`src/design/nta_pkg.sv`:
```
// Shared types, constants and lookup tables for the number to ASCII formatter.
package nta_pkg;

    localparam int VALUE_WIDTH = 64;
    localparam int HEX_NIBBLES = (VALUE_WIDTH + 3) / 4;
    localparam int HEX_BITS    = HEX_NIBBLES * 4;
    localparam int DEC_DIGITS  = 20;
    localparam int DEC_BITS    = DEC_DIGITS * 4;
    localparam int CNT_MAX     = (VALUE_WIDTH > DEC_DIGITS) ? VALUE_WIDTH : DEC_DIGITS;
    localparam int CNT_W       = $clog2(CNT_MAX);

    typedef logic [7:0]          t_byte;
    typedef logic [1:0]          t_mode;
    typedef logic [CNT_W-1:0]    t_cnt;
    typedef logic [HEX_BITS-1:0] t_bin;
    typedef logic [DEC_BITS-1:0] t_bcd;

    localparam t_mode MODE_CHAR = 2'd0;
    localparam t_mode MODE_HEX  = 2'd1;
    localparam t_mode MODE_DEC  = 2'd2;

    localparam t_byte ASCII_ZERO = 8'h30;
    localparam t_byte ASCII_X    = 8'h78;
    localparam t_byte ASCII_CR   = 8'h0D;
    localparam t_byte ASCII_LF   = 8'h0A;

    typedef logic [2:0] t_src;
    localparam t_src SRC_ZERO = 3'd0;
    localparam t_src SRC_X    = 3'd1;
    localparam t_src SRC_CR   = 3'd2;
    localparam t_src SRC_CHAR = 3'd3;
    localparam t_src SRC_HEX  = 3'd4;
    localparam t_src SRC_DEC  = 3'd5;

    localparam t_byte HEX_DIGITS [16] = '{
        8'h30, 8'h31, 8'h32, 8'h33, 8'h34, 8'h35, 8'h36, 8'h37,
        8'h38, 8'h39, 8'h61, 8'h62, 8'h63, 8'h64, 8'h65, 8'h66
    };

    typedef struct packed {
        logic load;
        logic dd_step;
        logic shift_hex;
        logic shift_dec;
        logic emit;
        logic last;
        t_src src;
    } t_cmd;

    typedef struct packed {
        t_mode in_mode;
        logic  in_is_lf;
        logic  dec_top_zero;
    } t_sts;

endpackage

```
`src/design/nta_dp.sv`:
```
// Datapath of the formatter: operand registers, double-dabble converter and output register.
module nta_dp (
    input  logic                 i_clk,
    input  logic                 i_rst_n,
    input  nta_pkg::t_cmd        i_cmd,
    output nta_pkg::t_sts        o_sts,
    input  nta_pkg::t_mode       i_mode,
    input  logic [7:0]           i_char_code,
    input  logic [63:0]          i_value,
    output logic                 o_valid,
    output logic [7:0]           o_tx_byte,
    output logic                 o_last
);
    import nta_pkg::*;

    t_byte r_char;
    t_bin  r_bin;
    t_bcd  r_bcd;
    logic  r_valid;
    t_byte r_tx_byte;
    logic  r_last;
    t_byte n_byte;

    function automatic t_bcd dd_adjust(input t_bcd b);
        t_bcd r;
        r = b;
        for (int i = 0; i < DEC_DIGITS; i++) begin
            if (r[i*4 +: 4] >= 4'd5) begin
                r[i*4 +: 4] = r[i*4 +: 4] + 4'd3;
            end
        end
        return r;
    endfunction

    assign o_sts.in_mode      = i_mode;
    assign o_sts.in_is_lf     = (i_char_code == ASCII_LF);
    assign o_sts.dec_top_zero = (r_bcd[DEC_BITS-1 -: 4] == 4'd0);

    always_comb begin
        case (i_cmd.src)
            SRC_ZERO: n_byte = ASCII_ZERO;
            SRC_X:    n_byte = ASCII_X;
            SRC_CR:   n_byte = ASCII_CR;
            SRC_CHAR: n_byte = r_char;
            SRC_HEX:  n_byte = HEX_DIGITS[r_bin[HEX_BITS-1 -: 4]];
            SRC_DEC:  n_byte = ASCII_ZERO | {4'd0, r_bcd[DEC_BITS-1 -: 4]};
            default:  n_byte = ASCII_ZERO;
        endcase
    end

    always_ff @(posedge i_clk) begin
        if (i_cmd.load) begin
            r_char <= i_char_code;
            r_bin  <= HEX_BITS'(i_value[VALUE_WIDTH-1:0]);
            r_bcd  <= '0;
        end else if (i_cmd.dd_step) begin
            r_bin <= {r_bin[HEX_BITS-2:0], 1'b0};
            r_bcd <= {dd_adjust(r_bcd) << 1} | DEC_BITS'(r_bin[VALUE_WIDTH-1]);
        end else begin
            if (i_cmd.shift_hex) begin
                r_bin <= {r_bin[HEX_BITS-5:0], 4'd0};
            end
            if (i_cmd.shift_dec) begin
                r_bcd <= {r_bcd[DEC_BITS-5:0], 4'd0};
            end
        end
        if (i_cmd.emit) begin
            r_tx_byte <= n_byte;
            r_last    <= i_cmd.last;
        end
    end

    always_ff @(posedge i_clk) begin
        if (!i_rst_n) begin
            r_valid <= 1'b0;
        end else begin
            r_valid <= i_cmd.emit;
        end
    end

    assign o_valid   = r_valid;
    assign o_tx_byte = r_tx_byte;
    assign o_last    = r_last;

endmodule

```
`src/design/nta_ctrl.sv`:
```
// Controller state machine that sequences the formatter datapath.
module nta_ctrl (
    input  logic          i_clk,
    input  logic          i_rst_n,
    input  logic          start,
    output logic          busy,
    input  nta_pkg::t_sts i_sts,
    output nta_pkg::t_cmd o_cmd
);
    import nta_pkg::*;

    localparam logic [3:0] S_IDLE = 4'd0;
    localparam logic [3:0] S_CR   = 4'd1;
    localparam logic [3:0] S_CHR  = 4'd2;
    localparam logic [3:0] S_PFX0 = 4'd3;
    localparam logic [3:0] S_PFXX = 4'd4;
    localparam logic [3:0] S_HEX  = 4'd5;
    localparam logic [3:0] S_DD   = 4'd6;
    localparam logic [3:0] S_SKIP = 4'd7;
    localparam logic [3:0] S_DEC  = 4'd8;

    logic [3:0] r_state;
    logic [3:0] n_state;
    t_cnt       r_cnt;
    t_cnt       n_cnt;
    logic       cnt_zero;

    assign cnt_zero = (r_cnt == '0);
    assign busy     = (r_state != S_IDLE);

    always_comb begin
        n_state = r_state;
        n_cnt   = r_cnt;
        o_cmd   = '0;
        o_cmd.src = SRC_ZERO;
        case (r_state)
            S_IDLE: begin
                if (start) begin
                    o_cmd.load = 1'b1;
                    case (i_sts.in_mode)
                        MODE_CHAR: n_state = i_sts.in_is_lf ? S_CR : S_CHR;
                        MODE_HEX:  n_state = S_PFX0;
                        MODE_DEC: begin
                            n_state = S_DD;
                            n_cnt   = CNT_W'(VALUE_WIDTH - 1);
                        end
                        default:   n_state = S_IDLE;
                    endcase
                end
            end
            S_CR: begin
                o_cmd.emit = 1'b1;
                o_cmd.src  = SRC_CR;
                n_state    = S_CHR;
            end
            S_CHR: begin
                o_cmd.emit = 1'b1;
                o_cmd.last = 1'b1;
                o_cmd.src  = SRC_CHAR;
                n_state    = S_IDLE;
            end
            S_PFX0: begin
                o_cmd.emit = 1'b1;
                o_cmd.src  = SRC_ZERO;
                n_state    = S_PFXX;
            end
            S_PFXX: begin
                o_cmd.emit = 1'b1;
                o_cmd.src  = SRC_X;
                n_state    = S_HEX;
                n_cnt      = CNT_W'(HEX_NIBBLES - 1);
            end
            S_HEX: begin
                o_cmd.emit      = 1'b1;
                o_cmd.src       = SRC_HEX;
                o_cmd.shift_hex = 1'b1;
                if (cnt_zero) begin
                    o_cmd.last = 1'b1;
                    n_state    = S_IDLE;
                end else begin
                    n_cnt = r_cnt - t_cnt'(1);
                end
            end
            S_DD: begin
                o_cmd.dd_step = 1'b1;
                if (cnt_zero) begin
                    n_state = S_SKIP;
                    n_cnt   = CNT_W'(DEC_DIGITS - 1);
                end else begin
                    n_cnt = r_cnt - t_cnt'(1);
                end
            end
            S_SKIP: begin
                if (i_sts.dec_top_zero && !cnt_zero) begin
                    o_cmd.shift_dec = 1'b1;
                    n_cnt           = r_cnt - t_cnt'(1);
                end else begin
                    n_state = S_DEC;
                end
            end
            S_DEC: begin
                o_cmd.emit      = 1'b1;
                o_cmd.src       = SRC_DEC;
                o_cmd.shift_dec = 1'b1;
                if (cnt_zero) begin
                    o_cmd.last = 1'b1;
                    n_state    = S_IDLE;
                end else begin
                    n_cnt = r_cnt - t_cnt'(1);
                end
            end
            default: begin
                n_state = S_IDLE;
            end
        endcase
    end

    always_ff @(posedge i_clk) begin
        if (!i_rst_n) begin
            r_state <= S_IDLE;
            r_cnt   <= '0;
        end else begin
            r_state <= n_state;
            r_cnt   <= n_cnt;
        end
    end

endmodule

```
`src/design/number_to_ascii_formatter_unit.sv`:
```
// Top level of the number to ASCII formatter: controller plus datapath.
// A transaction starts when start is high while busy is low. A character
// request gives one byte, or two for a line feed, in the cycles right after
// acceptance. A hex request gives eighteen bytes, one per cycle. A decimal
// request first runs 64 double-dabble steps, one per cycle, then skips leading
// zero digits, then gives one digit per cycle. Skipped and sent digits always
// add up to twenty, so how long busy stays high does not depend on the value.
// Each byte appears for a single cycle with o_valid high and o_last marks the
// final byte; the receiver cannot stall, so it must take every byte as it comes.
// A request with mode 3 is accepted and gives no bytes.
module number_to_ascii_formatter_unit (
    input  logic        i_clk,
    input  logic        i_rst_n,
    input  logic        start,
    output logic        busy,
    input  logic [1:0]  i_mode,
    input  logic [7:0]  i_char_code,
    input  logic [63:0] i_value,
    output logic        o_valid,
    output logic [7:0]  o_tx_byte,
    output logic        o_last
);
    import nta_pkg::*;

    t_cmd cmd;
    t_sts sts;

    nta_ctrl u_ctrl (
        .i_clk   (i_clk),
        .i_rst_n (i_rst_n),
        .start   (start),
        .busy    (busy),
        .i_sts   (sts),
        .o_cmd   (cmd)
    );

    nta_dp u_dp (
        .i_clk       (i_clk),
        .i_rst_n     (i_rst_n),
        .i_cmd       (cmd),
        .o_sts       (sts),
        .i_mode      (i_mode),
        .i_char_code (i_char_code),
        .i_value     (i_value),
        .o_valid     (o_valid),
        .o_tx_byte   (o_tx_byte),
        .o_last      (o_last)
    );

endmodule
```
`config.mk`:
```
export PLATFORM = sky130hd
export DESIGN_NAME = number_to_ascii_formatter_unit
export DESIGN_NICKNAME = d
export VERILOG_FILES = /design/src/design/nta_pkg.sv /design/src/design/nta_dp.sv /design/src/design/nta_ctrl.sv /design/src/design/number_to_ascii_formatter_unit.sv
export SDC_FILE = /design/constraint.sdc
export NUM_CORES = 1
export LEC_CHECK = 0
export ABC_AREA = 1
export BUFFER_PORTS_ARGS = -buffer_cell sky130_fd_sc_hd__buf_2
export CAP_MARGIN = 40
export CORE_AREA = 5 5 167 169
export CTS_BUF_LIST = sky130_fd_sc_hd__clkbuf_16
export CTS_CLUSTER_DIAMETER = 80
export DETAILED_ROUTE_END_ITERATION = 8
export DIE_AREA = 0 0 172 174
export PLACE_DENSITY_LB_ADDON = 0.25
export SYNTH_ARGS = -nofsm -noshare
export SYNTH_HDL_FRONTEND = slang
export SYNTH_SLANG_ARGS = --single-unit
```
`constraint.sdc`:
```
create_clock -name i_clk -period 8.4 [get_ports i_clk]
set_clock_uncertainty 0.2 [all_clocks]
set_input_delay 1.68 -clock i_clk [delete_from_list [all_inputs] [get_ports i_clk]]
set_output_delay 1.68 -clock i_clk [all_outputs]
set_load 0.005 [all_outputs]
```
==> metrics.txt, run 1 <==
Worst VDD drop 171 µV; Max Fclk 248 MHz; flip-flop and latch count after synthesis 172; Cell Area, Synth 0.0103 mm²; relative contribution of combinational cells to total power 0.261; sequential cell area fraction in the yosys report 0.412; initial core utilization 0.391; flop2flop setup slack 4940 ps; area enclosed by the die boundary 0.0299 mm²; Final WS setup 4370 ps; startpoint type of the worst setup path primary input; site row count 60; clock input transition at the sequential cells of the worst setup and hold paths 70 ps; Via Count 9337; distinct cell type count after synthesis 36; placer's final routability congestion estimate 0.815; Critical Path Sink Type flip-flop; Hold Violations, Final 0; worst-case clock buffer depth 2; post-route ant nets 0; NetSw 989 µW; status complete, no violations; register cell area after layout 0.00425 mm²; dominant register cell in the synthesized netlist sky130_fd_sc_hd__dfxtp_1; fraction of synthesized cell area taken by the top area cell type 0.235; wire length of the first global-routing pass 41100 µm; proportion of total power due to net switching 0.356; later-pin clock latency in the skew report 430 ps; data arrival time of the critical path 3890 ps; Gate Count Post-Synth 1466; Pre-antenna DRT Iters 5; Core Area 0.0264 mm²; Vias per Instance 5.00; deepest level of the CTS H-tree 4; aggregate global-route resource usage 0.162; final core occ 0.437; total of max-cap violations 0; clock tree from TritonCTS yes; post-placement cell area 0.0109 mm²; setup TNS 0 ps; most numerous cell in the Yosys netlist sky130_fd_sc_hd__nand2_1; gr ovfl total 0; cells taking the most area after synthesis sky130_fd_sc_hd__edfxtp_1 24%, sky130_fd_sc_hd__dfxtp_1 18%, sky130_fd_sc_hd__nand2_1 15%, sky130_fd_sc_hd__nor2_1 8.7%, sky130_fd_sc_hd__ha_1 5.8%; count of unresolved DRC violations after routing 0; most instantiated cells after synthesis 420 x sky130_fd_sc_hd__nand2_1, 239 x sky130_fd_sc_hd__nor2_1, 137 x sky130_fd_sc_hd__inv_1, 91 x sky130_fd_sc_hd__dfxtp_1, 90 x sky130_fd_sc_hd__o21ai_0; overall routed net length 24100 µm; pin count of the biggest net entering global routing 96; relative slew slack 0.456; post-synth top area cell sky130_fd_sc_hd__edfxtp_1; static leakage 5.13 nW; post-CTS repair timing setup buffer count 0; synth-to-layout area growth 11.7%; final cycle utilization of the critical path 0.480; Power, Total 2.78 mW; non-filler instance count after layout 1866; Crit Path Class primary input to flip-flop; final instance area 0.0115 mm²; pre-CTS setup slack 3820 ps; number of enable flip-flop cells after synthesis 81; Data required, critical path 8260 ps; Slew Viols, Final 0; share of synthesized flip-flops with an asynchronous set or reset 0; count of filler cells inserted in the layout 2750; proportion of power drawn by the clock network 0.284; number of buffers created by CTS 17; Die Width 172 µm; antenna violations before repair 5; CTS Root Cell sky130_fd_sc_hd__clkbuf_16; # IOs 88; number of global-route vias before repair 8887; clock period minus final worst setup slack 4030 ps; nets in the synthesized netlist 1591; yosys warns 0; setup repair after global routing missed its margin false; count of input and output buffers 87; post-DP HPWL 15600 µm; sequential fraction of design power 0.455; Max Fanout on Critical Path 95; initial DRC count 547; path type of the worst min-delay path flip-flop to flip-flop; total power density per cell area 241 mW/mm²; routed wire length per instance 12.9 µm; mean instance size in the synthesized netlist 7.05 µm²; internal power 1.79 mW; total of endpoints with negative setup slack in the final report 0; placed cells 1833; CTS sink count 172; post-cts hold buffer count 0; worst slew pin tran 816 ps; number of gates given a new drive strength after cts 0; fraction of layout instances using a drive strength above 1 0.0951; area of combinational cells with multiple inputs 0.00519 mm²; floorplan die height 174 µm; tightest hold margin 280 ps; NumNets Final 1636
-- worst max-delay path, stage by stage --
cell and delay (ps):
sky130_fd_sc_hd__buf_2 80, sky130_fd_sc_hd__inv_1 60, sky130_fd_sc_hd__nor2_4 610, sky130_fd_sc_hd__inv_6 430, sky130_fd_sc_hd__nand3_2 340, sky130_fd_sc_hd__buf_4 610
-- area by class of cell --
| type | instances | share of cell area |
|---|---|---|
| antenna | 1 | 0.000217 |
| clock buffer | 17 | 0.0368 |
| clock inverter | 15 | 0.0145 |
| inverter | 143 | 0.0471 |
| multi-input combinational | 1082 | 0.449 |
| sequential | 172 | 0.368 |
| tap | 341 | 0.0370 |
| timing repair buffer | 95 | 0.0464 |
-- sequential cells by signal (all words and copies together), names as in the netlist --
name,cells
u_dp.o_last,1
u_dp.o_valid,1
u_ctrl.r_cnt,6
u_dp.r_bin,64
u_dp.o_tx_byte,8
u_dp.r_bcd,80
u_dp.r_char,8
u_ctrl.r_state,4
-- cells in the final DEF (no fill, tap or decap), drive strengths merged, types with 62 or more instances in the layout --
cell type	Yosys	final
a31oi	62	62
edfxtp	81	81
o21ai	119	119
dfxtp	91	91
nand2	423	423
nand3	66	66
nor2	243	243
buf	47	95
inv	141	149
a21oi	68	68
-- cell families (layout without fill, tap and decap cells) --
family | after synthesis | in the layout | share of synthesized area
flops | 172 | 172 | 0.412
other cells | 0 | 1 | 0
simple gates | 741 | 741 | 0.282
xor+xnor | 12 | 12 | 0.0102
compound gates | 281 | 281 | 0.149
fa+ha+maj | 48 | 48 | 0.0581
buf+inv | 212 | 270 | 0.0885
-- layer usage --
layer / vias up / global-route usage / part of all wire / wire (µm)
met3: 21 / 0.0357 / 0.044 / 1050
met2: 154 / 0.265 / 0.46 / 11100
met4: 8 / 0.0377 / 0.0095 / 229
li1: 4900 / - / - / -
met5: - / 0 / 0.0017 / 40
met1: 4254 / 0.219 / 0.48 / 11700
-- final timing paths --
path	cells after the start	end	startpoint
setup / recovery	6	u_dp.r_bin[17]	start
hold reg to reg	2	u_dp.r_bcd[55]	u_dp.r_bcd[55]
hold / removal	2	u_dp.r_bcd[55]	u_dp.r_bcd[55]
setup reg to reg	5	u_dp.r_bin[17]	u_ctrl.r_state[0]
-- power groups by stage --
stage	clock (mW)	combinational [mW]	sequential (mW)
after floorplan	0	0.554	1.25
after global placement	0	0.705	1.28
after detailed placement	0	0.734	1.28
after CTS	0.810	0.735	1.26
after global routing	0.846	0.836	1.29
final	0.790	0.725	1.26
No activity file was read; power rests on OpenSTA's default activity.
==> inputs of run 2 (changes only) <==
Clock period 8.4 ns to 3.6 ns, I/O delays scaled along.
==> metrics.txt, run 2 (synthesis results as in run 1) <==
status complete, no violations; placer's final routability congestion estimate 0.819; clock period minus final worst setup slack 2510 ps; most flop-heavy register u_dp.r_bcd; path type of the worst min-delay path primary input to flip-flop; Max Fanout on Critical Path 48; Via Count 9409; Slew Viols, Final 0; count of input and output buffers 87; total of max-cap violations 0; met1 layer usage reported by global route 0.224; worst slew pin tran 784 ps; # IOs 88; Hold Violations, Final 0; proportion of total power due to net switching 0.359; sequential fraction of design power 0.451; Die Width 172 µm; grt peak-use layer met2; gr ovfl total 0; Reg-to-Reg End u_dp.r_bin[18]; Antenna Diode Count 0; synth-to-layout area growth 12.2%; post-cts hold buffer count 0; clock tree from TritonCTS yes; overall routed net length 24500 µm; CTS Root Cell sky130_fd_sc_hd__clkbuf_16; static leakage 5.17 nW; Worst VDD drop 238 µV; deepest level of the CTS H-tree 4; post-CTS repair timing setup buffer count 0; number of global-route vias before repair 8942; number of gates given a new drive strength after cts 0; data arrival time of the critical path 2480 ps; proportion of power drawn by the clock network 0.288; routed wire length per instance 13.1 µm; total of endpoints with negative setup slack in the final report 0; M3 GR Usage 0.0266; post-route ant nets 0; setup repair after global routing missed its margin false; Critical R2R Launch u_ctrl.r_state[0]; number of buffers created by CTS 17; fraction of layout instances using a drive strength above 1 0.0981; Data required, critical path 3570 ps; tightest hold margin 275 ps; clock input transition at the sequential cells of the worst setup and hold paths 80 ps; later-pin clock latency in the skew report 440 ps; Pre-antenna DRT Iters 5; post-DP HPWL 15900 µm; internal power 4.20 mW; floorplan die height 174 µm; worst setup path startpoint u_ctrl.r_state[0]; flop2flop setup slack 1090 ps; pin count of the biggest net entering global routing 143; initial core utilization 0.391; total power density per cell area 565 mW/mm²; cell depth of the worst flop-to-flop path 6; antenna violations before repair 1; CTS sink count 172; final core occ 0.439; Max Fclk 398 MHz; most common cell after layout, fill and taps aside sky130_fd_sc_hd__nand2_1; capturing instance or port of the critical path u_dp.r_bin[18]; final cycle utilization of the critical path 0.697; worst-case clock buffer depth 2; Largest regs u_dp.r_bcd (80), u_dp.r_bin (64); Critical Path Sink Type flip-flop; wire length of the first global-routing pass 41700 µm; area enclosed by the die boundary 0.0299 mm²; Core Area 0.0264 mm²; relative slew slack 0.477; startpoint type of the worst setup path flip-flop; initial DRC count 492; aggregate global-route resource usage 0.164; Vias per Instance 5.03; met2 demand-to-capacity share in global routing 0.268; NetSw 2.35 mW; relative contribution of combinational cells to total power 0.261; site row count 60; Crit Path Class flip-flop to flip-flop; NumNets Final 1641; commonest cells after routing, fill and taps aside 419 x sky130_fd_sc_hd__nand2_1, 238 x sky130_fd_sc_hd__nor2_1, 137 x sky130_fd_sc_hd__inv_1; count of unresolved DRC violations after routing 0; max reg flops 80; setup TNS 0 ps
[run 2: changes by cell type in the layout (fill, tap and decap cells not counted), sizes merged]
cell and change:
buf +5, clkinv +2, clkinvlp -2, diode -1
[run 2: layer usage]
metal / vias to the layer above / share of wire
li1: 4905 / -
met1: 4322 / 0.49
met2: 150 / 0.46
met3: 30 / 0.032
met4: 2 / 0.015
met5: - / 0.00053
[run 2: layout make-up]
type | count | area (µm²)
flip-flops and latches | 172 | 4250
clock buffers | 17 | 425
multi-input cells | 1082 | 5190
clock inverters | 15 | 185
repair buffers | 100 | 571
fillers | 2766 | 14800
inverters | 143 | 544
well taps | 341 | 427
[run 2: worst max-delay path, stage by stage (launching register included)]
cell and delay (ps):
sky130_fd_sc_hd__dfxtp_1 500, sky130_fd_sc_hd__nor2_4 100, sky130_fd_sc_hd__nand2_2 140, sky130_fd_sc_hd__nor2_4 60, sky130_fd_sc_hd__inv_6 280, sky130_fd_sc_hd__nand3_2 510
sky130_fd_sc_hd__buf_12 390
[run 2: worst min path at each step]
stage / start / end / slack [ps] / cells past startpoint
6_report: i_char_code[1] / u_dp.r_char[1] / 280 / 1
5_1_grt: i_char_code[5] / u_dp.r_char[5] / 250 / 1
4_1_cts: i_char_code[7] / u_dp.r_char[7] / 250 / 1
3_5_place_dp: u_dp.r_bcd[7] / u_dp.r_bcd[7] / 270 / 2
3_3_place_gp: u_dp.r_bcd[7] / u_dp.r_bcd[7] / 260 / 2
2_1_floorplan: u_dp.r_bcd[2] / u_dp.r_bcd[2] / 250 / 2
[run 2: power by group through the flow]
stage	combinational, mW	sequential (mW)	clock (mW)
after global routing	1.97	3.01	2.02
after floorplan	1.29	2.90	0
after CTS	1.73	2.95	1.94
final	1.71	2.95	1.89
after detailed placement	1.73	2.99	0
after global placement	1.68	2.99	0
[run 2: through the flow]
| step | area (µm²) | setup WS [ps] | power, mW | cells |
|---|---|---|---|---|
| floorplan | 10300 | 407 | 4.19 | 1466 |
| global placement | 11000 | 854 | 4.67 | 1838 |
| detailed placement | 11000 | 833 | 4.71 | 1838 |
| CTS | 11600 | 1050 | 6.62 | 1870 |
| global route | 11600 | 878 | 7.00 | 1870 |
| finish | 11600 | 1090 | 6.55 | 1870 |
